[src/ors_pkg.sv]
// ----------------------------------------------------------------------------
// ors_pkg: shared types and helpers of the 1-Wire ROM search engine
// Request and result layouts, status codes and the byte-wise CRC-8 step.
// ----------------------------------------------------------------------------
package ors_pkg;

  localparam int ROM_BYTES_DEF = 8;
  localparam int ROM_ID_W      = 64;
  localparam int FAMILY_LIMIT  = 9;
  localparam logic [7:0] CRC_POLY = 8'h8C;

  typedef enum logic [1:0] {
    FUNC_FIRST = 2'd0,
    FUNC_NEXT  = 2'd1,
    FUNC_BIT   = 2'd2
  } func_t;

  typedef enum logic [2:0] {
    ST_RUNNING     = 3'd0,
    ST_FOUND       = 3'd1,
    ST_NO_PRESENCE = 3'd2,
    ST_NO_RESPONSE = 3'd3,
    ST_CRC_ERROR   = 3'd4,
    ST_EXHAUSTED   = 3'd5,
    ST_STARTED     = 3'd6,
    ST_IGNORED     = 3'd7
  } status_t;

  typedef struct packed {
    logic [1:0] func;
    logic       presence;
    logic       id_bit;
    logic       cmp_bit;
  } req_t;

  typedef struct packed {
    status_t               status;
    logic                  dir_valid;
    logic                  write_dir;
    logic [ROM_ID_W-1:0]   rom_id;
    logic                  last_device;
    logic [3:0]            family_discrepancy;
  } res_t;

  // reflected crc-8, one byte folded in
  function automatic logic [7:0] crc_fold(input logic [7:0] crc, input logic [7:0] data);
    logic [7:0] c;
    c = crc ^ data;
    for (int k = 0; k < 8; k++) begin
      if (c[0]) begin
        c = (c >> 1) ^ CRC_POLY;
      end else begin
        c = c >> 1;
      end
    end
    return c;
  endfunction

endpackage

[src/ors_in_stage.sv]
// ----------------------------------------------------------------------------
// ors_in_stage: input register of the ROM search engine
// Holds one request; refills in the same cycle the held one moves on.
// ----------------------------------------------------------------------------
module ors_in_stage (
  input  logic          clk,
  input  logic          rst,
  input  logic          s_valid,
  output logic          s_ready,
  input  ors_pkg::req_t s_req,
  input  logic          take,
  output logic          valid,
  output ors_pkg::req_t req
);

  assign s_ready = !valid || take;

  always_ff @(posedge clk) begin
    if (rst) begin
      valid <= 1'b0;
    end else if (s_ready) begin
      valid <= s_valid;
    end
  end

  always_ff @(posedge clk) begin
    if (s_valid && s_ready) begin
      req <= s_req;
    end
  end

endmodule

[src/ors_core.sv]
// ----------------------------------------------------------------------------
// ors_core: search state and per-request decision logic
// Chooses the direction bit, tracks discrepancies, rom code and crc.
// ----------------------------------------------------------------------------
module ors_core #(
  parameter int ROM_BYTES = ors_pkg::ROM_BYTES_DEF
) (
  input  logic          clk,
  input  logic          rst,
  input  logic          en,
  input  ors_pkg::req_t req,
  output ors_pkg::res_t res
);

  localparam int RomBits = ROM_BYTES * 8;
  localparam int PosW    = $clog2(RomBits + 2);
  localparam int IdxW    = $clog2(RomBits);
  localparam int RomIdW  = ors_pkg::ROM_ID_W;

  logic [PosW-1:0]    last_disc, last_disc_next;
  logic               last_dev, last_dev_next;
  logic [3:0]         family_disc, family_disc_next;
  logic [RomBits-1:0] rom_code, rom_code_next;
  logic [PosW-1:0]    bit_pos, bit_pos_next;
  logic [PosW-1:0]    zero_fork, zero_fork_next;
  logic [7:0]         crc_acc, crc_acc_next;
  logic               pass_active, pass_active_next;

  logic [PosW-1:0]        idx_full;
  logic [IdxW-1:0]        idx;
  logic [IdxW-4:0]        byte_i;
  logic [7:0]             byte_new;
  logic                   dir;
  logic                   dvalid;
  ors_pkg::status_t       status;

  assign idx_full = bit_pos - PosW'(1);
  assign idx      = idx_full[IdxW-1:0];
  assign byte_i   = idx[IdxW-1:3];

  always_comb begin
    last_disc_next   = last_disc;
    last_dev_next    = last_dev;
    family_disc_next = family_disc;
    rom_code_next    = rom_code;
    bit_pos_next     = bit_pos;
    zero_fork_next   = zero_fork;
    crc_acc_next     = crc_acc;
    pass_active_next = pass_active;
    dir              = 1'b0;
    dvalid           = 1'b0;
    byte_new         = 8'd0;
    status           = ors_pkg::ST_IGNORED;

    unique case (req.func)
      ors_pkg::FUNC_FIRST, ors_pkg::FUNC_NEXT: begin
        if (req.func == ors_pkg::FUNC_FIRST) begin
          last_disc_next   = '0;
          last_dev_next    = 1'b0;
          family_disc_next = '0;
        end
        bit_pos_next     = PosW'(1);
        zero_fork_next   = '0;
        crc_acc_next     = '0;
        pass_active_next = 1'b0;
        if (last_dev_next) begin
          last_disc_next   = '0;
          last_dev_next    = 1'b0;
          family_disc_next = '0;
          status           = ors_pkg::ST_EXHAUSTED;
        end else if (!req.presence) begin
          last_disc_next   = '0;
          last_dev_next    = 1'b0;
          family_disc_next = '0;
          status           = ors_pkg::ST_NO_PRESENCE;
        end else begin
          pass_active_next = 1'b1;
          status           = ors_pkg::ST_STARTED;
        end
      end
      ors_pkg::FUNC_BIT: begin
        if (pass_active) begin
          if (req.id_bit && req.cmp_bit) begin
            pass_active_next = 1'b0;
            last_disc_next   = '0;
            last_dev_next    = 1'b0;
            family_disc_next = '0;
            status           = ors_pkg::ST_NO_RESPONSE;
          end else begin
            if (req.id_bit != req.cmp_bit) begin
              dir = req.id_bit;
            end else begin
              // discrepancy: follow old path, take one at the last fork, else zero
              if (bit_pos < last_disc) begin
                dir = rom_code[idx];
              end else begin
                dir = (bit_pos == last_disc);
              end
              if (!dir) begin
                zero_fork_next = bit_pos;
                if (bit_pos < PosW'(ors_pkg::FAMILY_LIMIT)) begin
                  family_disc_next = bit_pos[3:0];
                end
              end
            end
            rom_code_next[idx] = dir;
            dvalid             = 1'b1;
            bit_pos_next       = bit_pos + PosW'(1);
            status             = ors_pkg::ST_RUNNING;
            byte_new           = rom_code_next[{byte_i, 3'b000} +: 8];
            if (idx[2:0] == 3'b111) begin
              crc_acc_next = ors_pkg::crc_fold(crc_acc, byte_new);
            end
            if (bit_pos == PosW'(RomBits)) begin
              pass_active_next = 1'b0;
              if (crc_acc_next != 8'd0) begin
                last_disc_next   = '0;
                last_dev_next    = 1'b0;
                family_disc_next = '0;
                status           = ors_pkg::ST_CRC_ERROR;
              end else if (rom_code_next[7:0] == 8'd0) begin
                last_disc_next   = '0;
                last_dev_next    = 1'b0;
                family_disc_next = '0;
                status           = ors_pkg::ST_NO_RESPONSE;
              end else begin
                last_disc_next = zero_fork_next;
                if (zero_fork_next == '0) begin
                  last_dev_next = 1'b1;
                end
                status = ors_pkg::ST_FOUND;
              end
            end
          end
        end
      end
      default: ;
    endcase
  end

  always_comb begin
    res.status             = status;
    res.dir_valid          = dvalid;
    res.write_dir          = dir;
    res.rom_id             = RomIdW'(rom_code_next);
    res.last_device        = last_dev_next;
    res.family_discrepancy = family_disc_next;
  end

  always_ff @(posedge clk) begin
    if (rst) begin
      last_disc   <= '0;
      last_dev    <= 1'b0;
      family_disc <= '0;
      rom_code    <= '0;
      bit_pos     <= PosW'(1);
      zero_fork   <= '0;
      crc_acc     <= '0;
      pass_active <= 1'b0;
    end else if (en) begin
      last_disc   <= last_disc_next;
      last_dev    <= last_dev_next;
      family_disc <= family_disc_next;
      rom_code    <= rom_code_next;
      bit_pos     <= bit_pos_next;
      zero_fork   <= zero_fork_next;
      crc_acc     <= crc_acc_next;
      pass_active <= pass_active_next;
    end
  end

endmodule

[src/onewire_rom_search_engine.sv]
// ----------------------------------------------------------------------------
// onewire_rom_search_engine: decision engine of the 1-Wire ROM search
// Input register, combinational decision logic and a result register.
// ----------------------------------------------------------------------------
// usage
//   s_* carries requests: tuser selects begin first, begin next or bit pair,
//   tdata holds the presence flag and the id / complement bits of a slot pair.
//   m_* returns one result per request: the status code in tuser, and in
//   tdata the direction bit to write, the rom code and discrepancy info.
//   a request in the input register moves into the result register at an edge
//   where that register is empty or being emptied; m_tvalid rises with it.
//   one request per cycle is sustained while m_tready stays high; the decision
//   logic between the input register and the result register is combinational,
//   so back-to-back bit pairs need no gaps.
//   when m_tready is low the result register holds, the input register
//   keeps one more request, then s_tready drops until the result is taken.
//   rst (synchronous) empties both registers and restores the search state:
//   no pass open, discrepancies and rom code zero, bit position one.
// ----------------------------------------------------------------------------
module onewire_rom_search_engine #(
  parameter int ROM_BYTES = ors_pkg::ROM_BYTES_DEF
) (
  input  logic        clk,
  input  logic        rst,
  input  logic        s_tvalid,
  output logic        s_tready,
  input  logic [7:0]  s_tdata,   // presence, id_bit, cmp_bit, zero fill
  input  logic [1:0]  s_tuser,   // func
  output logic        m_tvalid,
  input  logic        m_tready,
  output logic [71:0] m_tdata,   // dir_valid, write_dir, rom_id[63:0],
                                 // last_device, family_discrepancy[3:0], zero fill
  output logic [2:0]  m_tuser    // status
);

  ors_pkg::req_t s_req;
  ors_pkg::req_t req;
  ors_pkg::res_t res;
  ors_pkg::res_t out_res;
  logic          req_valid;
  logic          advance;

  assign s_req.func     = s_tuser;
  assign s_req.presence = s_tdata[0];
  assign s_req.id_bit   = s_tdata[1];
  assign s_req.cmp_bit  = s_tdata[2];

  // move on when the result register is empty or being emptied
  assign advance = req_valid && (!m_tvalid || m_tready);

  ors_in_stage u_in_stage (
    .clk     (clk),
    .rst     (rst),
    .s_valid (s_tvalid),
    .s_ready (s_tready),
    .s_req   (s_req),
    .take    (advance),
    .valid   (req_valid),
    .req     (req)
  );

  ors_core #(
    .ROM_BYTES (ROM_BYTES)
  ) u_core (
    .clk (clk),
    .rst (rst),
    .en  (advance),
    .req (req),
    .res (res)
  );

  always_ff @(posedge clk) begin
    if (rst) begin
      m_tvalid <= 1'b0;
    end else if (advance) begin
      m_tvalid <= 1'b1;
    end else if (m_tready) begin
      m_tvalid <= 1'b0;
    end
  end

  always_ff @(posedge clk) begin
    if (advance) begin
      out_res <= res;
    end
  end

  assign m_tuser = out_res.status;
  assign m_tdata = {1'b0, out_res.family_discrepancy, out_res.last_device,
                    out_res.rom_id, out_res.write_dir, out_res.dir_valid};

endmodule

[config.mk]
export PLATFORM = sky130hd
export DESIGN_NAME = onewire_rom_search_engine
export DESIGN_NICKNAME = d
export VERILOG_FILES = /design/src/ors_pkg.sv /design/src/ors_in_stage.sv /design/src/ors_core.sv /design/src/onewire_rom_search_engine.sv
export SDC_FILE = /design/constraint.sdc
export NUM_CORES = 1
export LEC_CHECK = 0
export BUFFER_PORTS_ARGS = -buffer_cell sky130_fd_sc_hd__buf_2
export CAP_MARGIN = 20
export CORE_MARGIN = 5
export CORE_UTILIZATION = 50
export CTS_CLUSTER_DIAMETER = 80
export DETAILED_ROUTE_END_ITERATION = 8
export GPL_TIMING_DRIVEN = 0
export PLACE_DENSITY = 0.69
export SETUP_SLACK_MARGIN = 0.05
export SYNTH_ARGS = -nofsm -noshare
export SYNTH_HDL_FRONTEND = slang
export SYNTH_HIERARCHICAL = 1
export SYNTH_SLANG_ARGS = --single-unit
[constraint.sdc]
create_clock -name clk -period 15.68 [get_ports clk]
set_input_delay 0 -clock clk [delete_from_list [all_inputs] [get_ports clk]]
set_output_delay 0 -clock clk [all_outputs]
set_load 0.01 [all_outputs]
==> flow_summary.ini <==
[status]
status = finished clean

[die]
fp.dieH_um = 152.5
dieArea_um2 = 23240
core_area_um2 = 20100
fp.dieW_um = 152.5
rows = 52
ios = 91
start_util_pct = 50.47

[cts]
cts_sinks = 180
h-tree-depth = 4
cts_resized = 0
tritoncts = done
clk_latency_ns = 0.44
post_cts_buffers = 0
holdBufCountCts = 9
cts_buffers = 17
cts_max_path_buffers = 2
cts_root_buffer = clkbuf_16
clk_pin_slew_worst_paths_ns = 0.07

[power_and_ir_drop]
leakagePower_nw = 4.185
ir_drop_v = 0.00006492
power_density_nw_per_um2 = 88.60
totalPowerFinal_w = 0.001027

[detailed_routing]
drt_iter0_markers = 930
viasPerCell = 6.286
drt_pass1_iterations = 5
drcViolationCount = 0
wirelength_um = 32940
vias = 9158
post_drt_wl_per_cell_um = 22.61
ant_nets = 0

[cells_and_area]
finalNonFillerCells = 1457
final_common_cell = nor2_1
nFillCells = 1806
mostFrequentLayoutCells = nor2_1 (144), dfxtp_1 (101), buf_2 (98), a21oi_1 (95), mux2i_1 (81)
fin_nets = 1199
diodes = 0
area_growth_pct = 14.19
drive_above_1_share_pct = 16.76

[yosys]
postSynthCellCount = 1061
synth_cell_types = 91
ys_seq_area_share_pct = 43.31
async_flop_share_pct = 0
ys_warn_count = 6
synth_area_um2 = 10150
synth_fp_nets = 1086
ys_ff_latch = 180
avgSynthCellArea_um2 = 9.563
synthFlopType = dfxtp_1
synth-edff-count = 79

[timing]
fin_crit_sh_pct = 44.91
setup_ws_ns = 8.638
tightest_slew_ns = 1.054
report.final.setup_viol = 0
rsz0062_at_grt = false
fmax_mhz = 142.0
fin_skew_ns = 0.01293
hold_viol = 0
period_needed_ns = 7.042
slew_headroom_pct = 28.64
fin_tns_setup_ns = 0
drv_slew = 0

[setup_path]
endpoint_kind = flop
worstPathArrival_ns = 7.36
critPathMaxFanout = 12
cp_data_required_time_ns = 16.00
start_kind = flop
ff2ff_path_depth = 23
worstSetupPathType = flop to flop

[hold_path]
hold_depth = 2
hp-class = input pin to flop

[global_route]
grt_start_max_net_pins = 80
grt_remaining_overflow = 0
antenna_found_initial = 0
grt_pass1_wl_um = 50350
grt_usage_pct = 27.79
grt_pass1_vias = 8443

[place]
pre_cts_slack_ns = 8.817
io_buffer_count = 84
gp_congestion = 1.026
place_inst = 1416
hpwlAfterDp_um = 24690

[flow_run]
cap_viol_max_count = 0
==> cells by family after synthesis <==
group	count (synthesis)	share of synthesized area (%)
AO/OA/AOI/OAI	313	20.92
XOR/XNOR	32	4.144
adder cells (fa/ha/maj)	11	1.356
buffers and inverters	108	4.489
flip-flops	180	43.31
multiplexers	96	10.77
other	1	0.03696
AND/OR/NAND/NOR	320	14.98
==> synthesized netlist by cell type (all sizes together) (10+ instances only) <==
cell,number,area (um^2)
edfxtp,79,2372
mux4,10,225.2
xor2,12,161.4
or3,14,87.58
nor2,145,546.8
buf,34,177.7
ha,11,137.6
nand2,62,235.2
a31oi,56,365.3
dfxtp,101,2022
xnor2,15,146.4
nand3,17,90.09
nor3,12,65.06
a32oi,10,87.58
nand4,13,81.33
o21ai,39,232.7
o31ai,15,117.6
mux2i,81,810.8
a22oi,10,80.07
clkbuf,50,187.7
a21oi,99,518.0
inv,23,86.33
==> metal layers <==
layer / global-route usage [%] / wire length (um) / share of wire [%]
met5: 0 / 0 / 0
met4: 9.928 / 1153 / 3.5
met3: 8.293 / 3689 / 11
met2: 42.40 / 14500 / 44
met1: 37.81 / 13600 / 41
==> through the flow <==
| stage | hold WS (ns) | cell area [um^2] | utilization, % |
|---|---|---|---|
| after global routing | 0.2729 | 11590 | 57.63 |
| after detailed placement | 0.1781 | 10910 | 54.26 |
| after CTS | 0.2539 | 11590 | 57.63 |
| after global placement | 0.1771 | 10900 | 54.24 |
| after floorplan | 0.06244 | 10150 | - |
| final | 0.2795 | 11590 | 57.63 |
==> critical path, stage by stage, from the launching register on <==
cell       delay, ns
dfxtp_1         0.35
buf_6           0.14
buf_2           0.30
buf_4           0.26
clkinv_1        0.43
ha_1            0.48
buf_2           0.31
buf_2           0.31
clkbuf_1        0.44
buf_1           0.47
nor2_1          0.16
nand2_1         0.20
o221ai_1        0.17
o31ai_1         0.37
a221o_1         0.21
o211ai_1        0.17
xnor2_1         0.47
xnor3_1         0.35
o211ai_2        0.20
o211a_1         0.22
nand4_1         0.16
buf_4           0.22
a2111oi_2       0.36
a211o_1         0.14
==> cell type report <==
cell class / instances / area (um^2) / area share, %
inverters: 24 / 90.09 / 0.7775
clock inverters: 14 / 157.7 / 1.361
clock buffers: 18 / 429.2 / 3.704
plain buffers: 84 / 365.4 / 3.153
repair buffers: 94 / 515.5 / 4.449
flip-flops and latches: 180 / 4394 / 37.93
multi-input cells: 773 / 5296 / 45.71
well taps: 270 / 337.8 / 2.916
==> path summary, 6_finish.rpt <==
check                                         start             endpoint  slack (ns)
worst max-delay path              u_core/bit_pos[0]          m_tdata[67]        8.64
worst min-delay path                     s_tdata[1]    u_in_stage/req[1]        0.28
worst max register to register    u_core/bit_pos[0]          m_tdata[67]        8.64
worst min register to register  u_core/last_disc[3]  u_core/last_disc[3]        0.45
==> power breakdown <==
group	total, W	switching (W)	leakage (nW)	internal (W)
registers	0.000503	0.00000322	1.57	0.000500
clock network	0.000426	0.000199	0.284	0.000227
logic	0.0000971	0.0000658	2.33	0.0000313
total	0.00103	0.000268	4.18	0.000758
==> state kept, by name, indices dropped and copies added, names as in the netlist <==
signal              cells
u_in_stage/req          5
m_tdata                71
u_core/bit_pos          7
u_in_stage/valid        1
u_core/pass_active      1
u_core/rom_code        64
u_core/zero_fork        7
u_core/last_disc        7
u_core/family_disc      4
m_tuser                 3
u_core/last_dev         1
u_core/crc_acc          8
m_tvalid                1
Note: power is estimated with default switching activity, not from simulation.
